[config.mk]
export PLATFORM = sky130hd
export DESIGN_NAME = etf_fifo
export DESIGN_NICKNAME = d
export VERILOG_FILES = /design/src/etf_pkg.sv /design/src/etf_fifo.sv
export SDC_FILE = /design/constraint.sdc
export NUM_CORES = 1
export LEC_CHECK = 0
export ABC_AREA = 0
export BUFFER_PORTS_ARGS = -buffer_cell sky130_fd_sc_hd__buf_2
export CAP_MARGIN = 25
export CELL_PAD_IN_SITES_DETAIL_PLACEMENT = 1
export CELL_PAD_IN_SITES_GLOBAL_PLACEMENT = 1
export CORE_UTILIZATION = 35
export CTS_BUF_LIST = sky130_fd_sc_hd__clkbuf_2
export CTS_CLUSTER_SIZE = 14
export DETAILED_ROUTE_END_ITERATION = 10
export PLACE_DENSITY = 0.73
export SYNTH_ARGS = -nofsm -noshare
export SYNTH_HDL_FRONTEND = slang
export SYNTH_SLANG_ARGS = --single-unit
[constraint.sdc]
create_clock -name clk_i -period 26.4 [get_ports clk_i]
set_clock_uncertainty 0.2 [all_clocks]
set_input_delay 2.64 -clock clk_i [delete_from_list [all_inputs] [get_ports clk_i]]
set_output_delay 2.64 -clock clk_i [all_outputs]
set_load 0.02 [all_outputs]
[src/etf_pkg.sv]
`timescale 1ns / 1ps
package etf_pkg;

  localparam int FRAC_BITS  = 28;
  localparam int VAL_W      = 32;
  localparam int MAX_ITER   = 4096;
  localparam int MAX_DIM    = 4096;
  localparam int PAL_DEPTH  = 257;
  localparam int PAL_AW     = 9;
  localparam int STEP_W     = 13;
  localparam int PIX_W      = 12;
  localparam int SPAN_W     = 31;
  localparam int QUO_W      = SPAN_W + PIX_W;

  localparam logic [PAL_AW-1:0] INSIDE_IDX = PAL_AW'(PAL_DEPTH - 1);
  localparam logic [31:0] INV_ASPECT = 32'd2415920161;
  localparam logic signed [VAL_W:0] ESCAPE_R2 = (VAL_W+1)'(64'sd4 <<< FRAC_BITS);
  localparam logic signed [VAL_W-1:0] JULIA_RE =
    -VAL_W'(((64'd7 << FRAC_BITS) + 64'd5) / 64'd10);
  localparam logic signed [VAL_W-1:0] JULIA_IM =
    VAL_W'(((64'd27 << FRAC_BITS) + 64'd50) / 64'd100);

  typedef enum logic {
    OP_RENDER = 1'b0,
    OP_PAL_WR = 1'b1
  } op_e;

  typedef enum logic [2:0] {
    CFG_KIND   = 3'd0,
    CFG_LIMIT  = 3'd1,
    CFG_XMIN   = 3'd2,
    CFG_XSPAN  = 3'd3,
    CFG_YMIN   = 3'd4,
    CFG_YSPAN  = 3'd5,
    CFG_WIDTH  = 3'd6,
    CFG_HEIGHT = 3'd7
  } cfg_idx_e;

  localparam logic [1:0] KIND_JULIA = 2'd1;
  localparam logic [1:0] KIND_SHIP  = 2'd2;

  typedef struct packed {
    op_e                op;
    logic [PIX_W-1:0]   pixel_x;
    logic [PIX_W-1:0]   pixel_y;
    logic [PAL_AW-1:0]  palette_index;
    logic [31:0]        palette_color;
  } in_item_t;

  typedef struct packed {
    logic [31:0]        pixel_color;
    logic [STEP_W-1:0]  escape_step;
    logic               inside_set;
  } out_item_t;

  typedef struct packed {
    logic [1:0]                fractal_kind;
    logic [STEP_W-1:0]         iteration_limit;
    logic signed [VAL_W-1:0]   view_x_min;
    logic [SPAN_W-1:0]         view_x_span;
    logic signed [VAL_W-1:0]   view_y_min;
    logic [SPAN_W-1:0]         view_y_span;
    logic [STEP_W-1:0]         frame_width;
    logic [STEP_W-1:0]         frame_height;
  } cfg_t;

  // one request between front and back
  typedef struct packed {
    logic                      is_write;
    logic [PAL_AW-1:0]         pal_idx;
    logic [31:0]               pal_color;
    logic                      ship;
    logic [STEP_W-1:0]         limit;
    logic signed [VAL_W-1:0]   zx;
    logic signed [VAL_W-1:0]   zy;
    logic signed [VAL_W-1:0]   cx;
    logic signed [VAL_W-1:0]   cy;
  } req_t;

  function automatic logic signed [VAL_W-1:0] sat_val(input logic signed [67:0] v);
    logic signed [67:0] hi;
    logic signed [67:0] lo;
    hi = (68'sd1 <<< (VAL_W - 1)) - 68'sd1;
    lo = -(68'sd1 <<< (VAL_W - 1));
    if (v > hi) return VAL_W'(hi);
    if (v < lo) return VAL_W'(lo);
    return VAL_W'(v);
  endfunction

endpackage

[src/etf_fifo.sv]
`timescale 1ns / 1ps
module etf_fifo
  import etf_pkg::*;
(
  input  logic clk_i,
  input  logic rst_ni,
  input  logic push_i,
  input  req_t push_data_i,
  output logic full_o,
  input  logic pop_i,
  output req_t pop_data_o,
  output logic empty_o
);

  req_t slot_q [2];
  logic       wr_q, rd_q;
  logic [1:0] cnt_q;

  assign full_o     = cnt_q == 2'd2;
  assign empty_o    = cnt_q == 2'd0;
  assign pop_data_o = slot_q[rd_q];

  always_ff @(posedge clk_i) begin
    if (push_i) begin
      slot_q[wr_q] <= push_data_i;
    end
  end

  always_ff @(posedge clk_i or negedge rst_ni) begin
    if (!rst_ni) begin
      wr_q  <= 1'b0;
      rd_q  <= 1'b0;
      cnt_q <= '0;
    end else begin
      if (push_i) wr_q <= !wr_q;
      if (pop_i)  rd_q <= !rd_q;
      cnt_q <= cnt_q + 2'(push_i) - 2'(pop_i);
    end
  end

  a_no_overflow: assert property (@(posedge clk_i) disable iff (!rst_ni)
    full_o |-> !push_i) else $error("push into full queue");
  a_no_underflow: assert property (@(posedge clk_i) disable iff (!rst_ni)
    empty_o |-> !pop_i) else $error("pop from empty queue");
  a_count_range: assert property (@(posedge clk_i) disable iff (!rst_ni)
    cnt_q != 2'd3) else $error("queue count out of range");

endmodule

Yosys cells after proc, flatten, opt, wreduce, memory -nomap -nowiden:

Memories as Yosys holds them, arrays and structs flattened.
Cells that the tools add are included.

* bits in writable memories: 368
* bits in latches: 0
* logic and storage cells: 12
* output and inout bits: 186
* memory bits (read-only): 0
* flip-flop bits (word level): 4
* memories: 1
* bits of input ports: 188

* bitwise gates (word level): 0
* multiply operators: 0
* div/mod/pow operators: 0
* eq/ne operators: 1
* add/subtract/negate cells: 2
* reduce and logical (&&, ||, !) cells: 3
* multiplexer cells: 2
* $lt $le $gt $ge: 0
* shift operators: 0

Memories
* slot_q: words 2, width 184, read ports 1, clocked after Yosys merged registers in 0, wr ports 1, line etf_fifo.sv:15 `req_t slot_q [2];`

Operators by type and width (count)
* 2-bit by 1-bit adder with 2-bit output: 1
* 2-bit == test, second input constant: 1
* 1-bit zero test: 2
* 2-bit zero test: 1
* 1-bit two-way mux: 2
* 2-bit by 1-bit subtractor with 2-bit output: 1

Depth between registers and ports, before layout:

* depth in word-level cells: 2
* gate-level depth with buffers: 5
* gate-level depth less buffers: 5

Least setup slack after synthesis:

No wires, ideal clock.

* kind: input port to flip-flop
* start: in push_i
* end: mem slot_q[0][0] (netlist name) (enable)
* library setup time: 753 ps
* stages on the path: 1
* required time: 25447 ps
* setup slack: 14867 ps
* data arrival time: 10580 ps
* path buffers: 0
* cells stage by stage: nor2b_1

* word-level cells in the longest chain between the ends: 2

RTL lines
* start, declared: line etf_fifo.sv:7 `input logic push_i,`
* 1-bit two-way mux: line etf_fifo.sv:24 `if (push_i) begin`
* 1-bit two-way mux (not written as such): line etf_fifo.sv:25 `slot_q[wr_q] <= push_data_i;`
* end, declared: line etf_fifo.sv:15

No other way between the ends.

==> impl_metrics.ini <==
[clock_tree]
cts.path.max_buffers = 3
htreeDepth = 3
holdBufCountCts = 0
tritoncts = built
cts_root_buffer = sky130_fd_sc_hd__clkbuf_2
worst_skew_pair.late_latency_ps = 870
clkSlewWorstSetupHoldPaths_ps = 100
post_cts_resized = 0
post-cts-setup-buffer-count = 0
cts.sink_count = 372
cts_inserted_buffers = 97

[pwr]
p_seq_share_pct = 44.2
combinationalPowerShare_pct = 35.8
power_frac_clock_pct = 20.0
power_density_mw_per_mm2 = 108
intPower_mw = 1.23
peakVddDrop_mv = 0.0490
switching_share_pct = 34.5
total_switching_power_uw = 646
p_leak_nw = 7.10

[critical_path]
crit_required_ps = 23560
kind_of_launch_point_of_the_worst_setup_path = flop
r2r_start = wr_q$_DFFE_PN0P_
critPathKind = reg -> out
worst-path-max-fanout = 51
timing.critical_path.cells = buf_4 > buf_4 > mux2_4 > buf_2
critPathCapture = pop_data_o[67]
crit_family = buffers and inverters
critPathArrivalTime_ps = 3920
crit_slowest_cell = sky130_fd_sc_hd__dfrtp_4
worstSetupEndpointType = primary output
timing.reg2reg.setup_slack_ps = 23770
cp_depth = 4
worstSetupStartpoint = rd_q$_DFFE_PN0P_
worstPathBufferInverterCount = 3
cp_slowest_stage_delay_ps = 860
critPathMostFrequentCell = sky130_fd_sc_hd__buf_4
worstRegToRegCells = 3
timing.rr.end = slot_q[0][55]$_DFFE_PP_

[global_route]
globalRoute.totalOverflow = 0
antenna_found_initial = 4
maximum_number_of_pins_on_one_net_before_global_route_repair = 69
grt_pass1_wl_um = 45400
first_global_vias = 7939
grtUsageTotal_pct = 14.8

[floorplan]
chipHeight_um = 203
initial_core_utilization_pct = 35.5
coreArea_mm2 = 0.0397
die-area_mm2 = 0.0411
ios = 374
fp-row-count = 73
floorplan.die.width_um = 203

[drt]
routed_wirelength_um = 30900
wl_met3_um = 2170
drtIter0Drc = 324
drt-wirelength-per-cell_um = 18.7
dr_total_vias = 7173
wl_met2_um = 16400
drtAntennaViolNets = 0
dr.max_layer_used = met4
avgViaCountPerCell = 4.36
detail_route.wirelength.met1_um = 11600
drt_pass1_iterations = 7
route.detailed.drc = 2

[sta]
final_period_minus_worst_setup_slack_ps = 6760
final.period_utilization_pct = 25.6
finalHoldViolCount = 0
max_slew.worst_pin.slew_ps = 967
report.final.slew_viol_count = 0
slew_headroom_pct = 35.5
timing.setup.tns_ps = 0
grt_setup_unrepaired = no
setup_slack_ps = 19640
fmaxAchievable_mhz = 148
setup-violations-final = 0
fin_worst_hold_slack_ps = 350

[synthesis]
sequential_fraction_of_the_synthesis_area_pct = 79.1
netlist_area_mm2 = 0.0141
synth.net_count = 778
netlist-cell-type-count = 13
yosys_warnings = 0
synth-seq-cells = 372
synthesis.instances = 588
synthesis.area_per_instance_um2 = 24.0

[worst_hold_path]
hold_path.class = reg -> reg
holdCritStartpoint = wr_q$_DFFE_PN0P_
hold_depth = 1

[cells_and_area]
post-route-util_pct = 43.7
syn_to_final_growth_pct = 23.1
multi_input_comb_area_mm2 = 0.00273
layout-drive-gt1-share_pct = 64.1
final_nets = 1238
stdcell_area_mm2 = 0.0174
total_of_fill_cells_in_the_finished_design = 3991
layout.area.seq_mm2 = 0.0112

[placed_design]
detailed_place_hpwl_um = 21000
placed_cell_area_mm2 = 0.0165
gp_routability_congestion = 0.772
portBuffers = 373
place_ws_ps = 20480

[job]
max_cap_viol_count = 0

[status]
violations = DRC
run_status = finished, violations left
## Yosys cell counts
| cell type | instances | area (µm²) |
|---|---|---|
| sky130_fd_sc_hd__and2_1 | 1 | 6.26 |
| sky130_fd_sc_hd__buf_2 | 3 | 15.0 |
| sky130_fd_sc_hd__buf_6 | 18 | 203 |
| sky130_fd_sc_hd__dfrtp_1 | 4 | 100 |
| sky130_fd_sc_hd__edfxtp_1 | 368 | 11100 |
| sky130_fd_sc_hd__ha_1 | 2 | 25.0 |
| sky130_fd_sc_hd__inv_1 | 2 | 7.51 |
| sky130_fd_sc_hd__mux2_2 | 34 | 383 |
| sky130_fd_sc_hd__mux2_4 | 150 | 2250 |
| sky130_fd_sc_hd__nor2_1 | 1 | 3.75 |
| sky130_fd_sc_hd__nor2b_1 | 2 | 12.5 |
| sky130_fd_sc_hd__xor2_1 | 2 | 17.5 |
| sky130_fd_sc_hd__xor3_1 | 1 | 23.8 |
## cell families after synthesis
logic type    Yosys count  share of synthesized area, %
simple gates            4                         0.160
buf+inv                23                          1.60
xor+xnor                3                         0.293
flops                 372                          79.1
fa+ha+maj               2                         0.177
mux                   184                          18.7
## cell usage in the layout (no fill, tap or decap)
cell,Yosys,layout
sky130_fd_sc_hd__and2_4,0,1
sky130_fd_sc_hd__mux2_2,34,34
sky130_fd_sc_hd__nor2b_1,2,1
sky130_fd_sc_hd__inv_1,2,2
sky130_fd_sc_hd__buf_2,3,373
sky130_fd_sc_hd__clkbuf_2,0,142
sky130_fd_sc_hd__nor2b_4,0,1
sky130_fd_sc_hd__nor2_1,1,1
sky130_fd_sc_hd__dfrtp_4,0,1
sky130_fd_sc_hd__bufinv_16,0,1
sky130_fd_sc_hd__inv_2,0,1
sky130_fd_sc_hd__ha_1,2,2
sky130_fd_sc_hd__clkinv_1,0,21
sky130_fd_sc_hd__xor3_1,1,1
sky130_fd_sc_hd__buf_4,0,8
sky130_fd_sc_hd__clkinv_2,0,2
sky130_fd_sc_hd__clkinvlp_4,0,2
sky130_fd_sc_hd__edfxtp_1,368,368
sky130_fd_sc_hd__xor2_1,2,2
sky130_fd_sc_hd__buf_16,0,1
sky130_fd_sc_hd__mux2_4,150,150
sky130_fd_sc_hd__diode_2,0,3
sky130_fd_sc_hd__dfrtp_1,4,3
## state kept, by name (all words and copies together), names as in the netlist
signal / cells
cnt_q: 2
slot_q: 368
wr_q: 1
rd_q: 1
## routing by layer
metal / up-vias / track usage, %
li1: 3336 / -
met1: 3532 / 15.8
met2: 266 / 25.8
met3: 39 / 5.20
met4: 0 / 7.36
met5: - / 0
## area by class of cell
cell class | instances | area share [%]
Clock buffer | 142 | 4.09
Multi-Input combinational cell | 193 | 15.7
Tap cell | 525 | 3.78
Clock inverter | 27 | 0.793
Sequential cell | 372 | 64.2
Inverter | 2 | 0.0432
Timing Repair Buffer | 382 | 11.3
Antenna cell | 3 | 0.0432
## worst min path at each step
stage	to	slack (ps)
4_1_cts	wr_q$_DFFE_PN0P_	350
2_1_floorplan	wr_q$_DFFE_PN0P_	260
5_1_grt	wr_q$_DFFE_PN0P_	370
3_3_place_gp	wr_q$_DFFE_PN0P_	330
3_5_place_dp	wr_q$_DFFE_PN0P_	340
6_report	wr_q$_DFFE_PN0P_	350
## power groups by stage
stage	clock (mW)	combinational [mW]	sequential, mW
global route	0.425	0.709	0.840
detailed placement	0	0.683	0.846
CTS	0.400	0.685	0.832
floorplan	0	0.517	0.845
global placement	0	0.671	0.838
finish	0.375	0.671	0.830
## worst reg2reg max path, cell delays in order (launching register included)
cell                      delay [ps]
sky130_fd_sc_hd__dfrtp_1         430
sky130_fd_sc_hd__nor2b_4         110
sky130_fd_sc_hd__buf_4           570
sky130_fd_sc_hd__buf_4           850
## through the flow
| stage | std cells | power, mW |
|---|---|---|
| finish | 1646 | 1.88 |
| global route | 1646 | 1.97 |
| CTS | 1643 | 1.92 |
| detailed placement | 1474 | 1.53 |
| global placement | 1473 | 1.51 |
| floorplan | 588 | 1.36 |
Note: power is estimated with default switching activity, not from simulation.
