$ cat config.mk
export PLATFORM = sky130hd
export DESIGN_NAME = etf_front
export DESIGN_NICKNAME = d
export VERILOG_FILES = /design/src/etf_pkg.sv /design/src/etf_front.sv
export SDC_FILE = /design/constraint.sdc
export NUM_CORES = 2
export LEC_CHECK = 0
export BUFFER_PORTS_ARGS = -buffer_cell sky130_fd_sc_hd__buf_2
export CAP_MARGIN = 20
export CORE_UTILIZATION = 40
export CTS_CLUSTER_SIZE = 14
export DETAILED_ROUTE_END_ITERATION = 6
export PLACE_DENSITY_LB_ADDON = 0.3
export SYNTH_ARGS = -nofsm -noshare
export SYNTH_HDL_FRONTEND = slang
export SYNTH_SLANG_ARGS = --single-unit
$ cat constraint.sdc
create_clock -name clk_i -period 15.8 [get_ports clk_i]
set_clock_uncertainty 0.05 [all_clocks]
set_input_delay 2.37 -clock clk_i [delete_from_list [all_inputs] [get_ports clk_i]]
set_output_delay 2.37 -clock clk_i [all_outputs]
set_load 0.02 [all_outputs]
$ cat src/etf_pkg.sv
`timescale 1ns / 1ps
package etf_pkg;

  localparam int FRAC_BITS  = 28;
  localparam int VAL_W      = 32;
  localparam int MAX_ITER   = 4096;
  localparam int MAX_DIM    = 4096;
  localparam int PAL_DEPTH  = 257;
  localparam int PAL_AW     = 9;
  localparam int STEP_W     = 13;
  localparam int PIX_W      = 12;
  localparam int SPAN_W     = 31;
  localparam int QUO_W      = SPAN_W + PIX_W;

  localparam logic [PAL_AW-1:0] INSIDE_IDX = PAL_AW'(PAL_DEPTH - 1);
  localparam logic [31:0] INV_ASPECT = 32'd2415920161;
  localparam logic signed [VAL_W:0] ESCAPE_R2 = (VAL_W+1)'(64'sd4 <<< FRAC_BITS);
  localparam logic signed [VAL_W-1:0] JULIA_RE =
    -VAL_W'(((64'd7 << FRAC_BITS) + 64'd5) / 64'd10);
  localparam logic signed [VAL_W-1:0] JULIA_IM =
    VAL_W'(((64'd27 << FRAC_BITS) + 64'd50) / 64'd100);

  typedef enum logic {
    OP_RENDER = 1'b0,
    OP_PAL_WR = 1'b1
  } op_e;

  typedef enum logic [2:0] {
    CFG_KIND   = 3'd0,
    CFG_LIMIT  = 3'd1,
    CFG_XMIN   = 3'd2,
    CFG_XSPAN  = 3'd3,
    CFG_YMIN   = 3'd4,
    CFG_YSPAN  = 3'd5,
    CFG_WIDTH  = 3'd6,
    CFG_HEIGHT = 3'd7
  } cfg_idx_e;

  localparam logic [1:0] KIND_JULIA = 2'd1;
  localparam logic [1:0] KIND_SHIP  = 2'd2;

  typedef struct packed {
    op_e                op;
    logic [PIX_W-1:0]   pixel_x;
    logic [PIX_W-1:0]   pixel_y;
    logic [PAL_AW-1:0]  palette_index;
    logic [31:0]        palette_color;
  } in_item_t;

  typedef struct packed {
    logic [31:0]        pixel_color;
    logic [STEP_W-1:0]  escape_step;
    logic               inside_set;
  } out_item_t;

  typedef struct packed {
    logic [1:0]                fractal_kind;
    logic [STEP_W-1:0]         iteration_limit;
    logic signed [VAL_W-1:0]   view_x_min;
    logic [SPAN_W-1:0]         view_x_span;
    logic signed [VAL_W-1:0]   view_y_min;
    logic [SPAN_W-1:0]         view_y_span;
    logic [STEP_W-1:0]         frame_width;
    logic [STEP_W-1:0]         frame_height;
  } cfg_t;

  // one request between front and back
  typedef struct packed {
    logic                      is_write;
    logic [PAL_AW-1:0]         pal_idx;
    logic [31:0]               pal_color;
    logic                      ship;
    logic [STEP_W-1:0]         limit;
    logic signed [VAL_W-1:0]   zx;
    logic signed [VAL_W-1:0]   zy;
    logic signed [VAL_W-1:0]   cx;
    logic signed [VAL_W-1:0]   cy;
  } req_t;

  function automatic logic signed [VAL_W-1:0] sat_val(input logic signed [67:0] v);
    logic signed [67:0] hi;
    logic signed [67:0] lo;
    hi = (68'sd1 <<< (VAL_W - 1)) - 68'sd1;
    lo = -(68'sd1 <<< (VAL_W - 1));
    if (v > hi) return VAL_W'(hi);
    if (v < lo) return VAL_W'(lo);
    return VAL_W'(v);
  endfunction

endpackage

$ cat src/etf_front.sv
`timescale 1ns / 1ps
module etf_front
  import etf_pkg::*;
(
  input  logic     clk_i,
  input  logic     rst_ni,
  input  cfg_t     cfg_i,
  input  logic     in_valid_i,
  output logic     in_stall_o,
  input  in_item_t in_data_i,
  output logic     push_o,
  output req_t     push_data_o,
  input  logic     full_i
);

  typedef enum logic [2:0] {
    F_IDLE, F_DIV, F_ADD, F_SCALE, F_PUSH
  } fstate_e;

  fstate_e state_q;
  logic [5:0] cnt_q;
  logic [QUO_W-1:0] num_x_q, num_y_q;
  logic [STEP_W:0] rem_x_q, rem_y_q;
  logic [STEP_W-1:0] div_x_q, div_y_q;
  logic signed [VAL_W-1:0] py_q;
  logic julia_q;
  req_t req_q;

  logic [STEP_W-1:0] div_x, div_y;
  logic [STEP_W:0] trial_x, trial_y;
  logic bit_x, bit_y;
  logic signed [VAL_W-1:0] px_sum, py_sum;
  logic signed [65:0] scale_prod;

  function automatic logic [STEP_W-1:0] clamp_dim(input logic [STEP_W-1:0] f);
    if (f == '0) return STEP_W'(1);
    if (f > STEP_W'(MAX_DIM)) return STEP_W'(MAX_DIM);
    return f;
  endfunction

  always_comb begin
    div_x = clamp_dim(cfg_i.frame_width);
    div_y = clamp_dim(cfg_i.frame_height);
    trial_x = {rem_x_q[STEP_W-1:0], num_x_q[QUO_W-1]};
    trial_y = {rem_y_q[STEP_W-1:0], num_y_q[QUO_W-1]};
    bit_x = trial_x >= {1'b0, div_x_q};
    bit_y = trial_y >= {1'b0, div_y_q};
    px_sum = sat_val(68'(cfg_i.view_x_min) + $signed({25'd0, num_x_q}));
    py_sum = sat_val(68'(cfg_i.view_y_min) + $signed({25'd0, num_y_q}));
    scale_prod = 66'(py_q) * $signed({34'd0, INV_ASPECT});
  end

  assign in_stall_o  = state_q != F_IDLE;
  assign push_o      = state_q == F_PUSH && !full_i;
  assign push_data_o = req_q;

  always_ff @(posedge clk_i or negedge rst_ni) begin
    if (!rst_ni) begin
      state_q <= F_IDLE;
      cnt_q   <= '0;
    end else begin
      case (state_q)
        F_IDLE: begin
          if (in_valid_i) begin
            req_q.is_write  <= in_data_i.op == OP_PAL_WR;
            req_q.pal_idx   <= in_data_i.palette_index;
            req_q.pal_color <= in_data_i.palette_color;
            req_q.ship      <= cfg_i.fractal_kind == KIND_SHIP;
            req_q.limit     <= cfg_i.iteration_limit > STEP_W'(MAX_ITER) ?
                               STEP_W'(MAX_ITER) : cfg_i.iteration_limit;
            julia_q   <= cfg_i.fractal_kind == KIND_JULIA;
            num_x_q   <= QUO_W'(cfg_i.view_x_span * in_data_i.pixel_x);
            num_y_q   <= QUO_W'(cfg_i.view_y_span * in_data_i.pixel_y);
            rem_x_q   <= '0;
            rem_y_q   <= '0;
            div_x_q   <= div_x;
            div_y_q   <= div_y;
            cnt_q     <= '0;
            state_q   <= in_data_i.op == OP_PAL_WR ? F_PUSH : F_DIV;
          end
        end
        F_DIV: begin
          // restoring division, one quotient bit a cycle for x and y
          rem_x_q <= bit_x ? trial_x - {1'b0, div_x_q} : trial_x;
          rem_y_q <= bit_y ? trial_y - {1'b0, div_y_q} : trial_y;
          num_x_q <= {num_x_q[QUO_W-2:0], bit_x};
          num_y_q <= {num_y_q[QUO_W-2:0], bit_y};
          cnt_q   <= cnt_q + 6'd1;
          if (cnt_q == 6'(QUO_W - 1)) begin
            state_q <= F_ADD;
          end
        end
        F_ADD: begin
          py_q <= py_sum;
          if (julia_q) begin
            req_q.zx <= px_sum;
            req_q.zy <= py_sum;
            req_q.cx <= JULIA_RE;
            req_q.cy <= JULIA_IM;
            state_q  <= F_PUSH;
          end else begin
            req_q.zx <= '0;
            req_q.zy <= '0;
            req_q.cx <= px_sum;
            state_q  <= F_SCALE;
          end
        end
        F_SCALE: begin
          // aspect correction, floor of the product over 2^32
          req_q.cy <= scale_prod[63:32];
          state_q  <= F_PUSH;
        end
        F_PUSH: begin
          if (!full_i) begin
            state_q <= F_IDLE;
          end
        end
        default: state_q <= F_IDLE;
      endcase
    end
  end

endmodule

* Yosys cells after proc, flatten, opt, wreduce, memory -nomap -nowiden
Index checks and enable logic that the tools add are counted.
** Storage, ports and cells
- Bits in registers :: 364
- Input bits :: 237
- Word-level logic and storage cells :: 108
** Operators by class
- Add/subtract/negate cells :: 5
- Multipliers :: 3
- Order comparisons :: 9
- Equal/unequal tests :: 11
- Multiplexer cells :: 47
- Reductions and logical operators :: 14
** Operator list (number)
- $mux W32 :: 9
- $pmux W43 S2 :: 2
- $mux W13 :: 11
- $add A32 B44 Y45 :: 2
- $gt A45 B32 Y1 const B :: 2
- $lt A45 B32 Y1 const B :: 2
- $mul A31 B12 Y43 :: 2
- $mux W43 :: 2
- $mul A32 B33 Y64 const B :: 1
- $pmux W32 S2 :: 1
- $pmux W13 S2 :: 2
- $gt A13 B13 Y1 const B :: 3
- $ge A14 B13 Y1 :: 2
- $logic_not A13 Y1 :: 2
- $sub A13 B13 Y13 :: 2
- $mux W3 :: 5
- $pmux W3 S5 :: 1
- $mux W1 :: 12
- $pmux W6 S2 :: 1
- $reduce_and A3 Y1 :: 4
- $ne A2 B2 Y1 const B :: 4
- $add A6 B1 Y6 const B :: 1
- $eq A3 B2 Y1 const B :: 2
- $eq A6 B6 Y1 const B :: 1
- 11 further kinds :: 13

* Logic depth before layout (Yosys ltp)
- Depth in word-level cells :: 6
- Mapped depth :: 26

* Least setup slack after synthesis
OpenSTA, ideal clock, no wires.
- Path kind :: input -> register
- Start point :: input port in_data_i[49] in the netlist's numbering
- End point :: register num_y_q[41] (data pin)
- Library setup time :: 0.263 ns
- Data arrival time :: 8.219 ns
- Data required time :: 15.487 ns
- Slack :: 7.268 ns
- Stages on the path :: 23
- Buffers on the path :: 2
- Cell sequence :: clkbuf_1 -> nand2_1 -> fa_1 -> inv_1 -> fa_1 -> fa_1 -> fa_1 -> inv_1 -> fa_1 -> inv_1 -> ha_1 -> clkbuf_1 -> a21o_1 -> a221o_1 -> a21oi_1 -> o21ai_0 -> a21o_1 -> a31o_2 -> o311a_1 -> or4b_1 -> a31oi_1 -> xor2_1 -> o21ai_1
** Between the ends
- Cells in the longest elaborated chain, start to end :: 3
** RTL lines
- start, declared :: RTL line etf_front.sv:10 : input in_item_t in_data_i,
- $mul A31 B12 Y43 :: RTL line etf_front.sv:73 : num_y_q <= QUO_W'(cfg_i.view_y_span * in_data_i.pixel_y);
- $mux W43 :: RTL line etf_front.sv:64 : if (in_valid_i) begin
- $pmux W43 S2 :: RTL line etf_front.sv:62 : case (state_q)
- end signal, assigned :: RTL line etf_front.sv:73
- end signal, assigned :: RTL line etf_front.sv:87 : num_y_q <= {num_y_q[QUO_W-2:0], bit_y};
- end, declared :: RTL line etf_front.sv:22 : logic [QUO_W-1:0] num_x_q, num_y_q;
Every way passes these cells. The select of a mux whose other input is x is not followed.
A chain may end at the register's enable or synchronous reset.

* Worst setup path after layout
- Start point :: input port in_data_i[58] in the netlist's numbering
- End point :: register num_x_q[39] (data pin)
** Between the ends
- Cells in the longest elaborated chain, start to end :: 3
** RTL lines
- $mul A31 B12 Y43 :: RTL line etf_front.sv:72 : num_x_q <= QUO_W'(cfg_i.view_x_span * in_data_i.pixel_x);
- $mux W43 :: RTL line etf_front.sv:64
- $pmux W43 S2 :: RTL line etf_front.sv:62
- end signal, assigned :: RTL line etf_front.sv:72
- end signal, assigned :: RTL line etf_front.sv:86 : num_x_q <= {num_x_q[QUO_W-2:0], bit_x};
- end, declared :: RTL line etf_front.sv:22
Every way passes these cells. The select of a mux whose other input is x is not followed.

==> results.py <==
metrics = {
    "pwr": {
        "peakVddDrop_uv": 163.5,
        "internal_power_mw": 5.070,
        "seqPwrFrac": 0.148,
        "combPwrFrac": 0.766,
        "power_leakage_nw": 26.78,
        "swShare": 0.5110,
        "cellPowerDensity_nw_per_um2": 186.0,
        "p_switching_mw": 5.298,
        "clock_power_share": 0.086,
    },
    "routing": {
        "routed-via-count": 38970,
        "drt-initial-drc-count": 2066,
        "postRouteAntennaNets": 0,
        "drtPass1Iterations": 5,
        "wirelength_mm": 138.0,
        "via_per_inst": 5.220,
        "drcViolationCount": 0,
        "wire_per_inst_um": 18.49,
    },
    "cts": {
        "cts_buffer_depth": 3,
        "post_cts_resized": 0,
        "cts_sinks": 364,
        "insertion_delay_ps": 600,
        "tritoncts": "done",
        "clk_pin_slew_ps": 60,
        "post_cts_buffers": 0,
        "cts_root_buf": "clkbuf_16",
        "cts_made_buffers": 39,
        "ctsHoldBuffers": 0,
        "h-tree-depth": 2,
    },
    "logic_synthesis": {
        "synth.mux.area_fraction": 0.005955,
        "synth_fa_ha_area_frac": 0.3982,
        "synth.avg_cell_area_sq_um": 9.223,
        "synth_xor_area_frac": 0.03190,
        "ys_types": 89,
        "synth-compound-area-share": 0.1167,
        "syn_nets": 7011,
        "yosys_warnings": 0,
        "synth_top_flop_cell": "edfxtp_1",
        "synth-simple-area-share": 0.1450,
        "syn_inst": 5536,
        "seq_area_frac_synth": 0.2132,
        "synth_seq_cells": 364,
        "synthArstFlopShare": 0.02473,
        "netlist_area_sq_um": 51060,
        "synth-edff-count": 355,
        "synth_top_family_by_area": "adder cells",
    },
    "floorplan": {
        "row_count": 130,
        "ios": 423,
        "die-area_sq_um": 129100,
        "dieHeight_um": 359.3,
        "core_region_area_sq_um": 126100,
        "start_util": 0.4051,
        "die_w_um": 359.3,
    },
    "worst_setup_path": {
        "cp.arrival_ps": 9180,
        "critPathRequiredTime_ps": 16070,
        "worst-setup-path-type": "input port to flip-flop",
        "reg2reg_to": "push_data_o[29]$_SDFFCE_PP0P_",
        "start_kind": "input port",
        "reg2reg_slack_ps": 8890,
        "crit_fanout": 31,
        "r2r_start": "py_q[31]$_DFFE_PP_",
        "endpoint_kind": "flip-flop",
        "reg2reg_depth": 23,
    },
    "place": {
        "io_buffer_count": 422,
        "routabilityCongestion": 0.9091,
        "dp.cells": 7379,
        "dp_hpwl_mm": 110.4,
    },
    "timing": {
        "finalSetupViolations": 0,
        "period_needed_ps": 8916,
        "tightest_slew_ps": 1101,
        "slew_headroom": 0.2657,
        "setup_tns_ps": 0,
        "drv_slew": 0,
        "fin_crit_sh": 0.5643,
        "clock.fmax_ghz": 0.1122,
        "rsz0062_at_grt": "no",
        "hold_viol_final": 0,
    },
    "global_route": {
        "grtUsageTotal": 0.2124,
        "grt_pass1_vias": 39630,
        "overflow": 0,
        "grt_max_degree": 80,
        "antenna_found_initial": 25,
        "grt_pass1_wl_mm": 219.3,
    },
    "cells_and_area": {
        "final_common_cell": "inv_1",
        "areaGrowthSynthToFinish_pct": 9.150,
        "fin_nets": 7248,
        "fillers": 12250,
        "drive_gt1_frac": 0.09600,
        "stdcell_count": 7465,
        "final_cell_mix": "inv_1, nand2_1, fa_1, ha_1, buf_2",
        "final_util": 0.4421,
    },
    "status": {
        "status": "complete, no violations",
    },
    "min_path": {
        "hold-path-endpoint": "cnt_q[5]$_DFFE_PN0P_",
        "min_path_type": "flip-flop to flip-flop",
        "hold_depth": 1,
        "worstHoldStart": "cnt_q[5]$_DFFE_PN0P_",
    },
    "run": {
        "maxCapViolCount": 0,
    },
}
[stage by stage]
stage	power [mW]	instance area [sq um]	setup WS, ps	hold WS, ps
6_report	10.37	55730	6884	448.0
5_1_grt	11.43	55730	6611	488.0
4_1_cts	10.34	55670	6949	453.9
3_5_place_dp	9.371	54460	6348	445.7
3_3_place_gp	9.284	54460	6434	428.9
2_1_floorplan	7.333	51060	7268	407.3
[cell usage after synthesis (47+ instances only)]
library cell / count / area (sq um)
nand4_1: 47 / 294.0
xnor2_1: 109 / 954.7
and2_1: 219 / 1370
edfxtp_1: 355 / 10660
xor2_1: 77 / 674.4
a21oi_1: 344 / 1722
nor2_1: 211 / 792.0
a21o_1: 101 / 758.2
nand2_1: 792 / 2973
ha_1: 593 / 7420
fa_1: 645 / 12910
clkbuf_1: 222 / 833.3
inv_1: 958 / 3596
nor2b_1: 76 / 475.5
o21ai_0: 173 / 865.8
[critical path, cell delays in order]
cell	delay [ps]
buf_2	530
nand2_1	170
fa_1	590
fa_1	450
fa_1	490
inv_1	50
fa_1	520
inv_1	50
fa_1	520
inv_1	40
ha_1	330
a2111oi_0	450
nand2_1	140
a221o_1	400
a22oi_1	310
a211o_1	250
a2111oi_0	140
a2111oi_0	830
o21ai_0	230
xnor2_1	200
a21oi_1	80
[state kept, by name (all words and copies together), names as in the netlist]
signal and flops:
cnt_q 6, div_x_q 13, div_y_q 13, julia_q 1, num_x_q 43, num_y_q 43
push_data_o 184, py_q 32, rem_x_q 13, rem_y_q 13, state_q 3
[layer usage]
layer	up-vias	share of wire	GRT usage
met5	-	0.00096	0
met3	213	0.061	0.03629
li1	18580	-	-
met1	19130	0.45	0.2881
met4	20	0.029	0.06968
met2	1029	0.46	0.3434
[cell type report]
cell class / instances / area, sq um / share of cell area
clock buffer: 49 / 1013 / 0.01818
timing repair buffer: 439 / 2251 / 0.04039
antenna: 13 / 32.53 / 0.0005837
multi-input combinational: 3971 / 35700 / 0.6406
sequential: 364 / 10890 / 0.1953
clock inverter: 21 / 187.7 / 0.003368
tap: 1650 / 2064 / 0.03704
inverter: 958 / 3596 / 0.06452
[logic make-up (layout without fill, tap and decap cells)]
family,Yosys count,after routing
compound gates,934,934
buf+inv,1201,1467
simple gates,1583,1583
flops,364,364
xor+xnor,186,186
fa+ha+maj,1238,1238
other cells,0,13
mux,30,30
[worst max path at each step]
stage	startpoint	endpoint	slack, ps	depth (start not counted)
after floorplan	in_data_i[49]	num_y_q[41]$_DFFE_PP_	7270	23
after global placement	in_data_i[58]	num_x_q[39]$_DFFE_PP_	6430	21
after detailed placement	in_data_i[58]	num_x_q[39]$_DFFE_PP_	6350	21
after CTS	in_data_i[58]	num_x_q[39]$_DFFE_PP_	6950	21
after global routing	in_data_i[57]	num_x_q[39]$_DFFE_PP_	6610	21
final	in_data_i[58]	num_x_q[39]$_DFFE_PP_	6880	21
[power by group through the flow]
stage / logic (mW) / clock network (mW) / registers, mW
detailed placement: 7.82 / 0 / 1.55
floorplan: 5.81 / 0 / 1.52
global route: 8.93 / 0.952 / 1.55
finish: 7.94 / 0.896 / 1.53
global placement: 7.74 / 0 / 1.55
CTS: 7.88 / 0.923 / 1.53
Power figures use the tool's default switching activity.
